`src/sv/spiking_neuron_group_update_macros.svh`:
```
// Assertion macros for the neuron bank update block.
// Included by the RTL files that carry concurrent checks; needs clk_i and rst_ni in scope.
`ifndef SPIKING_NEURON_GROUP_UPDATE_MACROS_SVH
`define SPIKING_NEURON_GROUP_UPDATE_MACROS_SVH

`ifndef SYNTHESIS
// Property must hold at every clock edge outside reset.
`define SNU_ASSERT(lbl, prop, msg) \
  lbl: assert property (@(posedge clk_i) disable iff (!rst_ni) prop) else $error(msg);
// Condition must never be true outside reset.
`define SNU_ASSERT_NEVER(lbl, cond, msg) \
  lbl: assert property (@(posedge clk_i) disable iff (!rst_ni) !(cond)) else $error(msg);
`else
`define SNU_ASSERT(lbl, prop, msg)
`define SNU_ASSERT_NEVER(lbl, cond, msg)
`endif

`endif

```
`src/sv/snu_pkg.sv`:
```
// Shared constants, types and saturation helper for the neuron bank update.
// No dependencies; imported by snu_cell, snu_update and the top level.
package snu_pkg;

  localparam int unsigned NEURON_COUNT = 64;
  localparam int unsigned MASK_W       = 64;
  localparam int unsigned Q_W          = 32;
  localparam int unsigned DT_W         = 20;
  localparam int unsigned FRAC_W       = 16;
  localparam int unsigned PROD1_W      = 2 * Q_W;
  localparam int unsigned PROD2_W      = Q_W + DT_W + 1;
  localparam int unsigned PADDR_W      = 3;
  localparam int unsigned PDATA_W      = 32;

  // Pass counter runs over the bank plus the two pipeline stages
  localparam int unsigned CNT_W = $clog2(NEURON_COUNT + 2);
  localparam logic [CNT_W-1:0] READ_CNT = CNT_W'(NEURON_COUNT);
  localparam logic [CNT_W-1:0] LAST_CNT = CNT_W'(NEURON_COUNT + 1);

  typedef logic signed [Q_W-1:0] q_t;

  localparam q_t Q_MAX = 32'sh7FFF_FFFF;
  localparam q_t Q_MIN = 32'sh8000_0000;
  localparam logic signed [63:0] QMAX64 = 64'(Q_MAX);
  localparam logic signed [63:0] QMIN64 = 64'(Q_MIN);

  localparam q_t THRESH_RST = 32'sh0001_0000;
  localparam q_t GAIN_RST   = 32'sh0001_0000;

  typedef enum logic {
    OP_STEP  = 1'b0,
    OP_SPIKE = 1'b1
  } op_e;

  typedef enum logic {
    REG_THRESH = 1'b0,
    REG_GAIN   = 1'b1
  } reg_e;

  typedef enum logic [1:0] {
    ST_IDLE,
    ST_RUN,
    ST_POST
  } state_e;

  // Neuron entering the update pipeline
  typedef struct packed {
    logic valid;
    logic sel;
  } slot_t;

  // Status of the neuron leaving the update pipeline
  typedef struct packed {
    logic valid;
    logic fire;
  } res_t;

  // Operands held for the whole pass
  typedef struct packed {
    op_e             op;
    logic [DT_W-1:0] dt;
    q_t              weight;
    q_t              thresh;
    q_t              gain;
  } oper_t;

  // Clamp a wide signed value to the Q16.16 range
  function automatic q_t sat_q(input logic signed [63:0] x);
    q_t r;
    if (x > QMAX64) begin
      r = Q_MAX;
    end else if (x < QMIN64) begin
      r = Q_MIN;
    end else begin
      r = x[Q_W-1:0];
    end
    return r;
  endfunction

endpackage

```
`src/sv/snu_cell.sv`:
```
// One link of the potential ring: holds a single Q16.16 membrane potential.
// Depends on snu_pkg for the potential type.
module snu_cell (
  input  logic         clk_i,
  input  logic         rst_ni,
  input  logic         shift_i,
  input  snu_pkg::q_t  d_i,
  output snu_pkg::q_t  q_o
);
  import snu_pkg::*;

  q_t pot_q;

  // Take the neighbor's value whenever the ring advances
  always_ff @(posedge clk_i or negedge rst_ni) begin
    if (!rst_ni) begin
      pot_q <= '0;
    end else if (shift_i) begin
      pot_q <= d_i;
    end
  end

  assign q_o = pot_q;

endmodule

```
`config.mk`:
```
export PLATFORM = sky130hd
export DESIGN_NAME = snu_cell
export DESIGN_NICKNAME = d
export VERILOG_FILES = /design/src/sv/spiking_neuron_group_update_macros.svh /design/src/sv/snu_pkg.sv /design/src/sv/snu_cell.sv
export SDC_FILE = /design/constraint.sdc
export NUM_CORES = 1
export LEC_CHECK = 0
export BUFFER_PORTS_ARGS = -buffer_cell sky130_fd_sc_hd__buf_4
export CAP_MARGIN = 15
export CORE_MARGIN = 2
export CORE_UTILIZATION = 44
export DETAILED_ROUTE_END_ITERATION = 12
export PLACE_DENSITY = 0.81
export SYNTH_ARGS = -nofsm -noshare
export SYNTH_HDL_FRONTEND = slang
export SYNTH_SLANG_ARGS = --single-unit
```
`constraint.sdc`:
```
create_clock -name clk_i -period 1.08 [get_ports clk_i]
set_clock_uncertainty 0.2 [all_clocks]
set_input_delay 0.27 -clock clk_i [delete_from_list [all_inputs] [get_ports clk_i]]
set_output_delay 0.27 -clock clk_i [all_outputs]
set_load 0.02 [all_outputs]
```
==> results.sh <==
export IMPL_status="complete, but fails checks"
export IMPL_violations="negative hold slack, negative setup slack"
export IMPL_worst_pin_slew_ns=0.404
export IMPL_slew_violations=0
export IMPL_critical_path_arrival_ns=0.88
export IMPL_period_share_pct=125
export IMPL_avgSynthCellArea_um2=19.8
export IMPL_yosysTopAreaCellShare_pct=59.5
export IMPL_final_layout_size_suffix_gt1_share_pct=78.7
export IMPL_hold_buffers=1
export IMPL_critical_path_top_delay_family="flip-flops"
export IMPL_post_route_min_period_ns=1.35
export IMPL_dpl_cell_area_um2=1850
export IMPL_cp_depth=1
export IMPL_path_class="flop to output pin"
export IMPL_grt_setup_unrepaired="yes"
export IMPL_drt_iter0_drc=7
export IMPL_dieArea_um2=3520
export IMPL_fin_hold_ws_ns=-0.0272
export IMPL_cts_buffer_depth=2
export IMPL_vdd_drop_max_v=0.000849
export IMPL_via_per_inst=4.72
export IMPL_wl_per_cell_um=15.0
export IMPL_min_path_type="primary input to flop"
export IMPL_cts_buffers=5
export IMPL_gp_congestion=0.631
export IMPL_antennaDiodeCount=0
export IMPL_cts_sinks=32
export IMPL_io_pins=67
export IMPL_cp_slowest_cell="dfrtp_1"
export IMPL_clk_latency_ns=0.31
export IMPL_drt_pass1_iter_count=3
export IMPL_design_core_area_um2=2980
export IMPL_ant_nets=0
export IMPL_final_nets=198
export IMPL_antenna_found_initial=0
export IMPL_yosysSeqAreaShare_pct=59.5
export IMPL_yosys_area_top_type="dfrtp_1"
export IMPL_synth_edf_count=0
export IMPL_synth_most_common_cell="dfrtp_1"
export IMPL_cp_max_fo=2
export IMPL_nFillCells=189
export IMPL_min_path_cells=2
export IMPL_cap_viol_max_count=0
export IMPL_hpwl_um=1940
export IMPL_crit_chain="buf_6"
export IMPL_grt_max_degree=33
export IMPL_total_power_mw=3.06
export IMPL_critical_path_max_stage_delay_ns=0.42
export IMPL_ys_ff_latch=32
export IMPL_hold_viol=30
export IMPL_initial_utilization_pct=45.2
export IMPL_end_kind="output pin"
export IMPL_root_buffer="clkbuf_4"
export IMPL_yosys_warnings=0
export IMPL_p_per_area_nw_per_um2=1360
export IMPL_grt_usage_pct=17.8
export IMPL_post_synth_num_cell_types=5
export IMPL_largest_register_ffs=32
export IMPL_syn2layout_area_growth_pct=67.8
export IMPL_syn_area_um2=1350
export IMPL_grt_pass1_wl_um=4540
export IMPL_async_flop_share_pct=100
export IMPL_numPortBuffers=66
export IMPL_p_leak_nw=1.17
export IMPL_relSlewSlack_pct=73.1
export IMPL_start_kind="flop"
export IMPL_rows=20
export IMPL_layout_setup_ws_ns=-0.272
export IMPL_setup_viol=55
export IMPL_die_width_um=59.3
export IMPL_htreeDepth=2
export IMPL_synth_top_cells_by_count="dfrtp_1, mux2_4, buf_12"
export IMPL_overflow=0
export IMPL_drc=0
export IMPL_drt_total_wl_um=2960
export IMPL_final_util_pct=75.8
export IMPL_vias=929
export IMPL_setup_tns_ns=-8.45
export IMPL_worst_path_buf_inv=1
export IMPL_ys_flop_type="dfrtp_1"
export IMPL_die_h_um=59.3
export IMPL_final_cell_area_um2=2260
export IMPL_synth_top_cells_by_area="dfrtp_1, mux2_4, buf_12"
export IMPL_grt_pass1_vias=990
export IMPL_cts_tree="built"
export IMPL_syn_inst=68
export IMPL_syn_num_nets=103
export IMPL_fmaxAchievable_mhz=740
export IMPL_ff2ff_path_depth=2
export IMPL_path_clk_slew_ns=0.09
export IMPL_crit_required_ns=0.61
==> final cells by class <==
class / instances / area (um^2) / area share [%]
Clock buffer: 8 / 58.8 / 2.61
Timing Repair Buffer: 92 / 883 / 39.1
Tap cell: 33 / 41.3 / 1.83
Multi-Input combinational cell: 32 / 473 / 21.0
Sequential cell: 32 / 801 / 35.5
==> final timing paths <==
kind                         start       to  slack (ns)
min in group asynchronous   rst_ni   q_o[3]        0.22
max in group asynchronous   rst_ni  q_o[19]        0.17
max reg2reg                q_o[30]  q_o[30]       -0.04
max                        q_o[30]  q_o[30]       -0.27
min                        d_i[11]  q_o[11]       -0.03
min reg2reg                q_o[15]  q_o[15]        0.35
==> what timing repair did <==
action | 4_1_cts | 5_1_grt
gates cloned | 0 | 0
hold endpoints to repair | 64 | 32
resized for setup | 32 | 12
setup endpoints to repair | 32 | 47
setup buffers | 15 | 11
pin swaps | 0 | 0
==> per-layer routing <==
metal	vias up	global-route usage, %	share of wire (%)
met2	37	29.4	53
met4	0	7.79	1.6
met5	-	0	0
met3	8	5.02	6.2
li1	425	-	-
met1	459	21.6	39
==> per-stage QoR <==
step,worst slack (ns),instances
6_report,-0.272,197
5_1_grt,-0.306,197
4_1_cts,-0.279,189
3_5_place_dp,-0.148,165
3_3_place_gp,-0.128,165
2_1_floorplan,-0.0503,68
==> cell families (layout without fill, tap and decap cells) <==
kind of cell | Yosys count | count (layout) | synth area share (%)
buf+inv | 4 | 100 | 5.30
mux | 32 | 32 | 35.2
flops | 32 | 32 | 59.5
==> where the power goes <==
| group | total, mW | switching, mW | internal, mW |
|---|---|---|---|
| combinational | 0.954 | 0.341 | 0.612 |
| clock | 0.689 | 0.368 | 0.321 |
| sequential | 1.42 | 0.101 | 1.32 |
| total | 3.06 | 0.810 | 2.25 |
==> cells in the final DEF (no fill, tap or decap), drive strengths merged <==
master / count
clkbuf: 8
dlygate4sd3: 1
mux2: 32
dfrtp: 32
buf: 91
Power figures use the tool's default switching activity.
