==> config.mk <==
export PLATFORM = sky130hd
export DESIGN_NAME = snu_update
export DESIGN_NICKNAME = d
export VERILOG_FILES = /design/src/sv/spiking_neuron_group_update_macros.svh /design/src/sv/snu_pkg.sv /design/src/sv/snu_update.sv
export SDC_FILE = /design/constraint.sdc
export NUM_CORES = 2
export LEC_CHECK = 0
export ABC_AREA = 1
export BUFFER_PORTS_ARGS = -buffer_cell sky130_fd_sc_hd__buf_2
export CAP_MARGIN = 5
export CORE_ASPECT_RATIO = 0.9
export CORE_MARGIN = 5
export CORE_UTILIZATION = 50
export CTS_CLUSTER_DIAMETER = 200
export DETAILED_ROUTE_END_ITERATION = 6
export MAX_ROUTING_LAYER = met4
export PLACE_DENSITY = 0.68
export RECOVER_POWER = 100
export SYNTH_ARGS = -nofsm -noshare
export SYNTH_HDL_FRONTEND = slang
export SYNTH_SLANG_ARGS = --single-unit
==> constraint.sdc <==
create_clock -name clk_i -period 6.5 [get_ports clk_i]
set_input_delay 0.975 -clock clk_i [delete_from_list [all_inputs] [get_ports clk_i]]
set_output_delay 0.975 -clock clk_i [all_outputs]
set_load 0.01 [all_outputs]
==> src/sv/spiking_neuron_group_update_macros.svh <==
// Assertion macros for the neuron bank update block.
// Included by the RTL files that carry concurrent checks; needs clk_i and rst_ni in scope.
`ifndef SPIKING_NEURON_GROUP_UPDATE_MACROS_SVH
`define SPIKING_NEURON_GROUP_UPDATE_MACROS_SVH

`ifndef SYNTHESIS
// Property must hold at every clock edge outside reset.
`define SNU_ASSERT(lbl, prop, msg) \
  lbl: assert property (@(posedge clk_i) disable iff (!rst_ni) prop) else $error(msg);
// Condition must never be true outside reset.
`define SNU_ASSERT_NEVER(lbl, cond, msg) \
  lbl: assert property (@(posedge clk_i) disable iff (!rst_ni) !(cond)) else $error(msg);
`else
`define SNU_ASSERT(lbl, prop, msg)
`define SNU_ASSERT_NEVER(lbl, cond, msg)
`endif

`endif

==> src/sv/snu_pkg.sv <==
// Shared constants, types and saturation helper for the neuron bank update.
// No dependencies; imported by snu_cell, snu_update and the top level.
package snu_pkg;

  localparam int unsigned NEURON_COUNT = 64;
  localparam int unsigned MASK_W       = 64;
  localparam int unsigned Q_W          = 32;
  localparam int unsigned DT_W         = 20;
  localparam int unsigned FRAC_W       = 16;
  localparam int unsigned PROD1_W      = 2 * Q_W;
  localparam int unsigned PROD2_W      = Q_W + DT_W + 1;
  localparam int unsigned PADDR_W      = 3;
  localparam int unsigned PDATA_W      = 32;

  // Pass counter runs over the bank plus the two pipeline stages
  localparam int unsigned CNT_W = $clog2(NEURON_COUNT + 2);
  localparam logic [CNT_W-1:0] READ_CNT = CNT_W'(NEURON_COUNT);
  localparam logic [CNT_W-1:0] LAST_CNT = CNT_W'(NEURON_COUNT + 1);

  typedef logic signed [Q_W-1:0] q_t;

  localparam q_t Q_MAX = 32'sh7FFF_FFFF;
  localparam q_t Q_MIN = 32'sh8000_0000;
  localparam logic signed [63:0] QMAX64 = 64'(Q_MAX);
  localparam logic signed [63:0] QMIN64 = 64'(Q_MIN);

  localparam q_t THRESH_RST = 32'sh0001_0000;
  localparam q_t GAIN_RST   = 32'sh0001_0000;

  typedef enum logic {
    OP_STEP  = 1'b0,
    OP_SPIKE = 1'b1
  } op_e;

  typedef enum logic {
    REG_THRESH = 1'b0,
    REG_GAIN   = 1'b1
  } reg_e;

  typedef enum logic [1:0] {
    ST_IDLE,
    ST_RUN,
    ST_POST
  } state_e;

  // Neuron entering the update pipeline
  typedef struct packed {
    logic valid;
    logic sel;
  } slot_t;

  // Status of the neuron leaving the update pipeline
  typedef struct packed {
    logic valid;
    logic fire;
  } res_t;

  // Operands held for the whole pass
  typedef struct packed {
    op_e             op;
    logic [DT_W-1:0] dt;
    q_t              weight;
    q_t              thresh;
    q_t              gain;
  } oper_t;

  // Clamp a wide signed value to the Q16.16 range
  function automatic q_t sat_q(input logic signed [63:0] x);
    q_t r;
    if (x > QMAX64) begin
      r = Q_MAX;
    end else if (x < QMIN64) begin
      r = Q_MIN;
    end else begin
      r = x[Q_W-1:0];
    end
    return r;
  endfunction

endpackage

==> src/sv/snu_update.sv <==
// Shared update pipeline: Euler step or spike add for one neuron per cycle.
// Depends on snu_pkg; two register stages, one multiplier in each.
module snu_update (
  input  logic           clk_i,
  input  logic           rst_ni,
  input  snu_pkg::slot_t slot_i,
  input  snu_pkg::q_t    pot_i,
  input  snu_pkg::oper_t oper_i,
  output snu_pkg::res_t  res_o,
  output snu_pkg::q_t    pot_o
);
  import snu_pkg::*;

  logic                        valid1_q, valid2_q;
  logic                        sel1_q, sel2_q;
  q_t                          p1_q, p2_q;
  logic signed [PROD1_W-1:0]   prod1_d, prod1_q;
  logic signed [PROD2_W-1:0]   prod2_d, prod2_q;
  logic signed [DT_W:0]        dt_s;
  logic signed [PROD2_W-1:0]   inc;
  q_t                          deriv;
  q_t                          step_p;
  q_t                          spike_p;
  logic                        fire;

  // Stage 1: gain * p, Q32.32
  assign prod1_d = oper_i.gain * pot_i;

  // Stage 2: saturated derivative times step length
  assign deriv   = sat_q(prod1_q >>> FRAC_W);
  assign dt_s    = $signed({1'b0, oper_i.dt});
  assign prod2_d = deriv * dt_s;

  // Stage 3: add increment, clamp, threshold; or spike add
  assign inc     = prod2_q >>> FRAC_W;
  assign step_p  = sat_q(64'(p2_q) + 64'(inc));
  assign spike_p = sat_q(64'(p2_q) + 64'(oper_i.weight));
  assign fire    = (oper_i.op == OP_STEP) && (step_p > oper_i.thresh);

  always_comb begin
    unique case (oper_i.op)
      OP_STEP:  pot_o = fire ? '0 : step_p;
      OP_SPIKE: pot_o = sel2_q ? spike_p : p2_q;
      default:  pot_o = p2_q;
    endcase
  end

  assign res_o.valid = valid2_q;
  assign res_o.fire  = valid2_q && fire;

  // Stage valid bits
  always_ff @(posedge clk_i or negedge rst_ni) begin
    if (!rst_ni) begin
      valid1_q <= 1'b0;
      valid2_q <= 1'b0;
    end else begin
      valid1_q <= slot_i.valid;
      valid2_q <= valid1_q;
    end
  end

  // Stage data
  always_ff @(posedge clk_i) begin
    p1_q    <= pot_i;
    sel1_q  <= slot_i.sel;
    prod1_q <= prod1_d;
    p2_q    <= p1_q;
    sel2_q  <= sel1_q;
    prod2_q <= prod2_d;
  end

endmodule

==> summary.txt <==
Critical path
  • Slowest CP cell: fa_1
  • Worst EP required: approximately 6.9 ns
  • Largest delay share family, worst path: adder cells
  • Critical path buffers and inverters: 10
  • Most frequent CP cell: fa_1
  • Worst Path Max Fanout: 6
  • Arr. time, crit path: between 7 and 8 ns
  • Critical Path Max Stage Delay: 0.58 ns
  • Crit end category: flop
  • Reg2Reg Setup Slack: -0.73 ns
  • Worst setup SP type: flop
  • Crit Path Category: flop to flop

STA
  • Final setup viols: 89
  • Fin crit share: 111%
  • Final Skew: around 0.015 ns
  • Fin worst setup slack: -0.726 ns
  • RSZ-0062 raised after global routing: true
  • Setup TNS: -40.77 ns
  • Fin. Hold Viols: 0
  • Slew Limit Fails: 0
  • Max Freq: 138 MHz
  • Final Critical Period: around 7.2 ns
  • Slew @ Worst Pin: between 0.7 and 0.8 ns
  • Rel. slew slack: a little under half

GRT
  • Vias in the first global route: 65.6k
  • Pin count of the biggest net entering global routing: 33
  • Antenna violations before repair: 3
  • Met3 Use GR: roughly 5.7%
  • Grt met2 use: 51.5%
  • GRT Resource Usage Total: about a third
  • Grt peak-use layer: met2
  • First-pass GRT wire length: 370000 um
  • Total gr overflow: 0
  • Grt met1 use: a little under half

Die
  • Total die area: 0.147 mm^2
  • Initial core utilization: 50.4%
  • Top-level port count: 187
  • Die width: around 400 um
  • Core Area: between 0.1 and 0.15 mm^2
  • FP Rows: ~130
  • Chip Height: 364 um

Clock network
  • Clk_lat worst skew: 0.50 ns
  • TritonCTS clock tree: done
  • CTS Buf Count: 17
  • Clock sinks: 153
  • CTS root buf: clkbuf_16
  • Htree depth: 4
  • Worst-path clk slew: approximately 0.080 ns
  • CTS Buffer Depth: 2

Route
  • Vias: just over 60k
  • Final ANT Viol Nets: 0
  • Pre-antenna DRT Iters: 7
  • DR iter-0 viols: slightly above 5k
  • Final WL: approximately 240000 um
  • WL/cell: 20.3 um
  • Drt via density: about 5.2
  • Drt drc: 2

Yosys
  • Net Count, Synth: roughly 11k
  • Prevailing post-synth register cell: dfxtp_1
  • Post-synth EDFFs: 0
  • Seq cells post-synth: between 150 and 200
  • Cell area after synthesis: a little under 0.07 mm^2
  • Sequential area share after synthesis: ~4.4%
  • Synth Instances: roughly 8.8k
  • Synth Area per Inst: 7.91 um^2
  • Netlist cell types: 53
  • Yosys warnings: 0
  • Post-synth ARST share: around 1.3%

Cells and area
  • Share of cells above drive strength 1: 28.0%
  • FILL cells: between 10k and 15k
  • Final net count: between 10k and 15k
  • Area Growth Syn to Fin: 31.0%

Job
  • Max_cap viols: 0

Run status
  • Violated checks: design-rule violations, negative setup slack
  • Status: finished with violations

Placement
  • Post-DP HPWL: approximately 200000 um
  • # port buffers: 186
  • GP Congestion: 0.987

Hold path
  • Hold WC Path Type: primary input to async pin
## logic make-up after synthesis
logic type	count (synthesis)	share of synthesized area [%]
AO/OA/AOI/OAI	527	4.34
XOR/XNOR	148	1.87
adder cells (fa/ha/maj)	2130	56.9
buffers and inverters	2722	14.9
flip-flops	153	4.42
AND/OR/NAND/NOR	3106	17.6
## routing by layer
layer  routed length, um  share of wire [%]
met1               99600                 41
met2              109000                 45
met3               21700                9.0
met4                9950                4.1
met5                   0                  0
## worst reg2reg max path: cells and delay by family, from the launching register on
| family | cells | cell delay (ns) |
|---|---|---|
| AO/OA/AOI/OAI | 5 | 0.75 |
| XOR/XNOR | 1 | 0.16 |
| AND/OR/NAND/NOR | 9 | 0.88 |
| buffers and inverters | 10 | 1.24 |
| adder cells (fa/ha/maj) | 8 | 3.70 |
| flip-flops | 1 | 0.38 |
## metrics by stage
step                      area [um^2]  util (%)  hold slack, ns  instances  worst slack, ns
after floorplan                 71500         -           0.310       8786           -0.612
after global placement          81900      59.4           0.310      11545            -1.25
after detailed placement        81900      59.4           0.312      11545            -1.40
after CTS                       87500      63.5           0.217      11734           -0.576
after global routing            91000      66.0           0.247      11852           -0.946
final                           91000      66.0           0.246      11853           -0.726
## state kept, by name (all words and copies together), names as in the netlist
signal / count
prod1_q: 48
valid1_q: 1
p1_q: 32
sel1_q: 1
valid2_q: 1
prod2_q: 37
p2_q: 32
sel2_q: 1
## cells in the mapped netlist, types with 20 or more instances
| cell type | instances | area, um^2 |
|---|---|---|
| inv_1 | 2403 | 9020 |
| nand2_1 | 2029 | 7620 |
| fa_1 | 1717 | 34400 |
| nor2_1 | 798 | 3000 |
| ha_1 | 413 | 5170 |
| clkbuf_1 | 275 | 1030 |
| a21oi_1 | 253 | 1270 |
| dfxtp_1 | 151 | 3020 |
| o21ai_0 | 131 | 656 |
| xor2_1 | 106 | 928 |
| nand3_1 | 94 | 470 |
| nand2_2 | 53 | 332 |
| xnor2_1 | 42 | 368 |
| nor3_1 | 32 | 160 |
| or2_2 | 30 | 188 |
| a31oi_1 | 27 | 169 |
| o21a_1 | 26 | 195 |
| o21bai_1 | 25 | 188 |
| nand4_1 | 23 | 144 |
| nor4_1 | 20 | 125 |
## path summary, 6_finish.rpt
check / start / endpoint / cells after the start
max in group asynchronous: rst_ni / valid1_q$_DFF_PN0_ / 1
worst min-delay path: rst_ni / valid2_q$_DFF_PN0_ / 1
min in group clk_i: p1_q[22]$_DFF_P_ / p2_q[22]$_DFF_P_ / 0
worst max-delay path: prod1_q[59]$_DFF_P_ / prod2_q[42]$_DFF_P_ / 33
worst min register to register: p1_q[22]$_DFF_P_ / p2_q[22]$_DFF_P_ / 0
worst max register to register: prod1_q[59]$_DFF_P_ / prod2_q[42]$_DFF_P_ / 33
## cells in the final DEF (no fill, tap or decap), types with 20 or more instances in the layout
cell	count
xnor2_1	33
nor2_4	97
dfxtp_1	118
ha_1	316
ha_4	88
or2_2	30
nand4_1	23
buf_6	146
o21a_1	24
xor2_1	88
a21oi_2	78
o21ai_2	39
nand3_1	77
fa_2	99
a21oi_1	137
a21oi_4	43
inv_1	2183
nand2_4	85
buf_12	162
nor2_2	123
nand3_2	21
buf_8	27
fa_1	1618
nand2_1	1794
clkbuf_1	20
buf_2	132
clkbuf_16	25
dfxtp_2	32
nand2_2	200
buf_4	980
o21ai_0	52
buf_16	24
nor2_1	589
o21ai_1	34
inv_2	197
## final cells by class
type	instances	area (um^2)	area share [%]
repair buffers	1506	14300	15.8
clock inverters	15	204	0.224
diodes	4	10.0	0.0110
well taps	1834	2290	2.52
clock buffers	17	425	0.467
multi-input cells	5912	61400	67.5
inverters	2412	9170	10.1
flip-flops and latches	153	3120	3.42
## timing repair
action                                  CTS  global route
gates cloned                             20             9
endpoints found under the setup margin  109           117
setup buffers                           143           119
pin swaps                               344           438
gates resized for setup                 936           763
hold buffers                              0             0
Power is left out: the tool's default activity adds up to more than one toggle a clock period on the data nets, which glitch-free logic cannot reach.
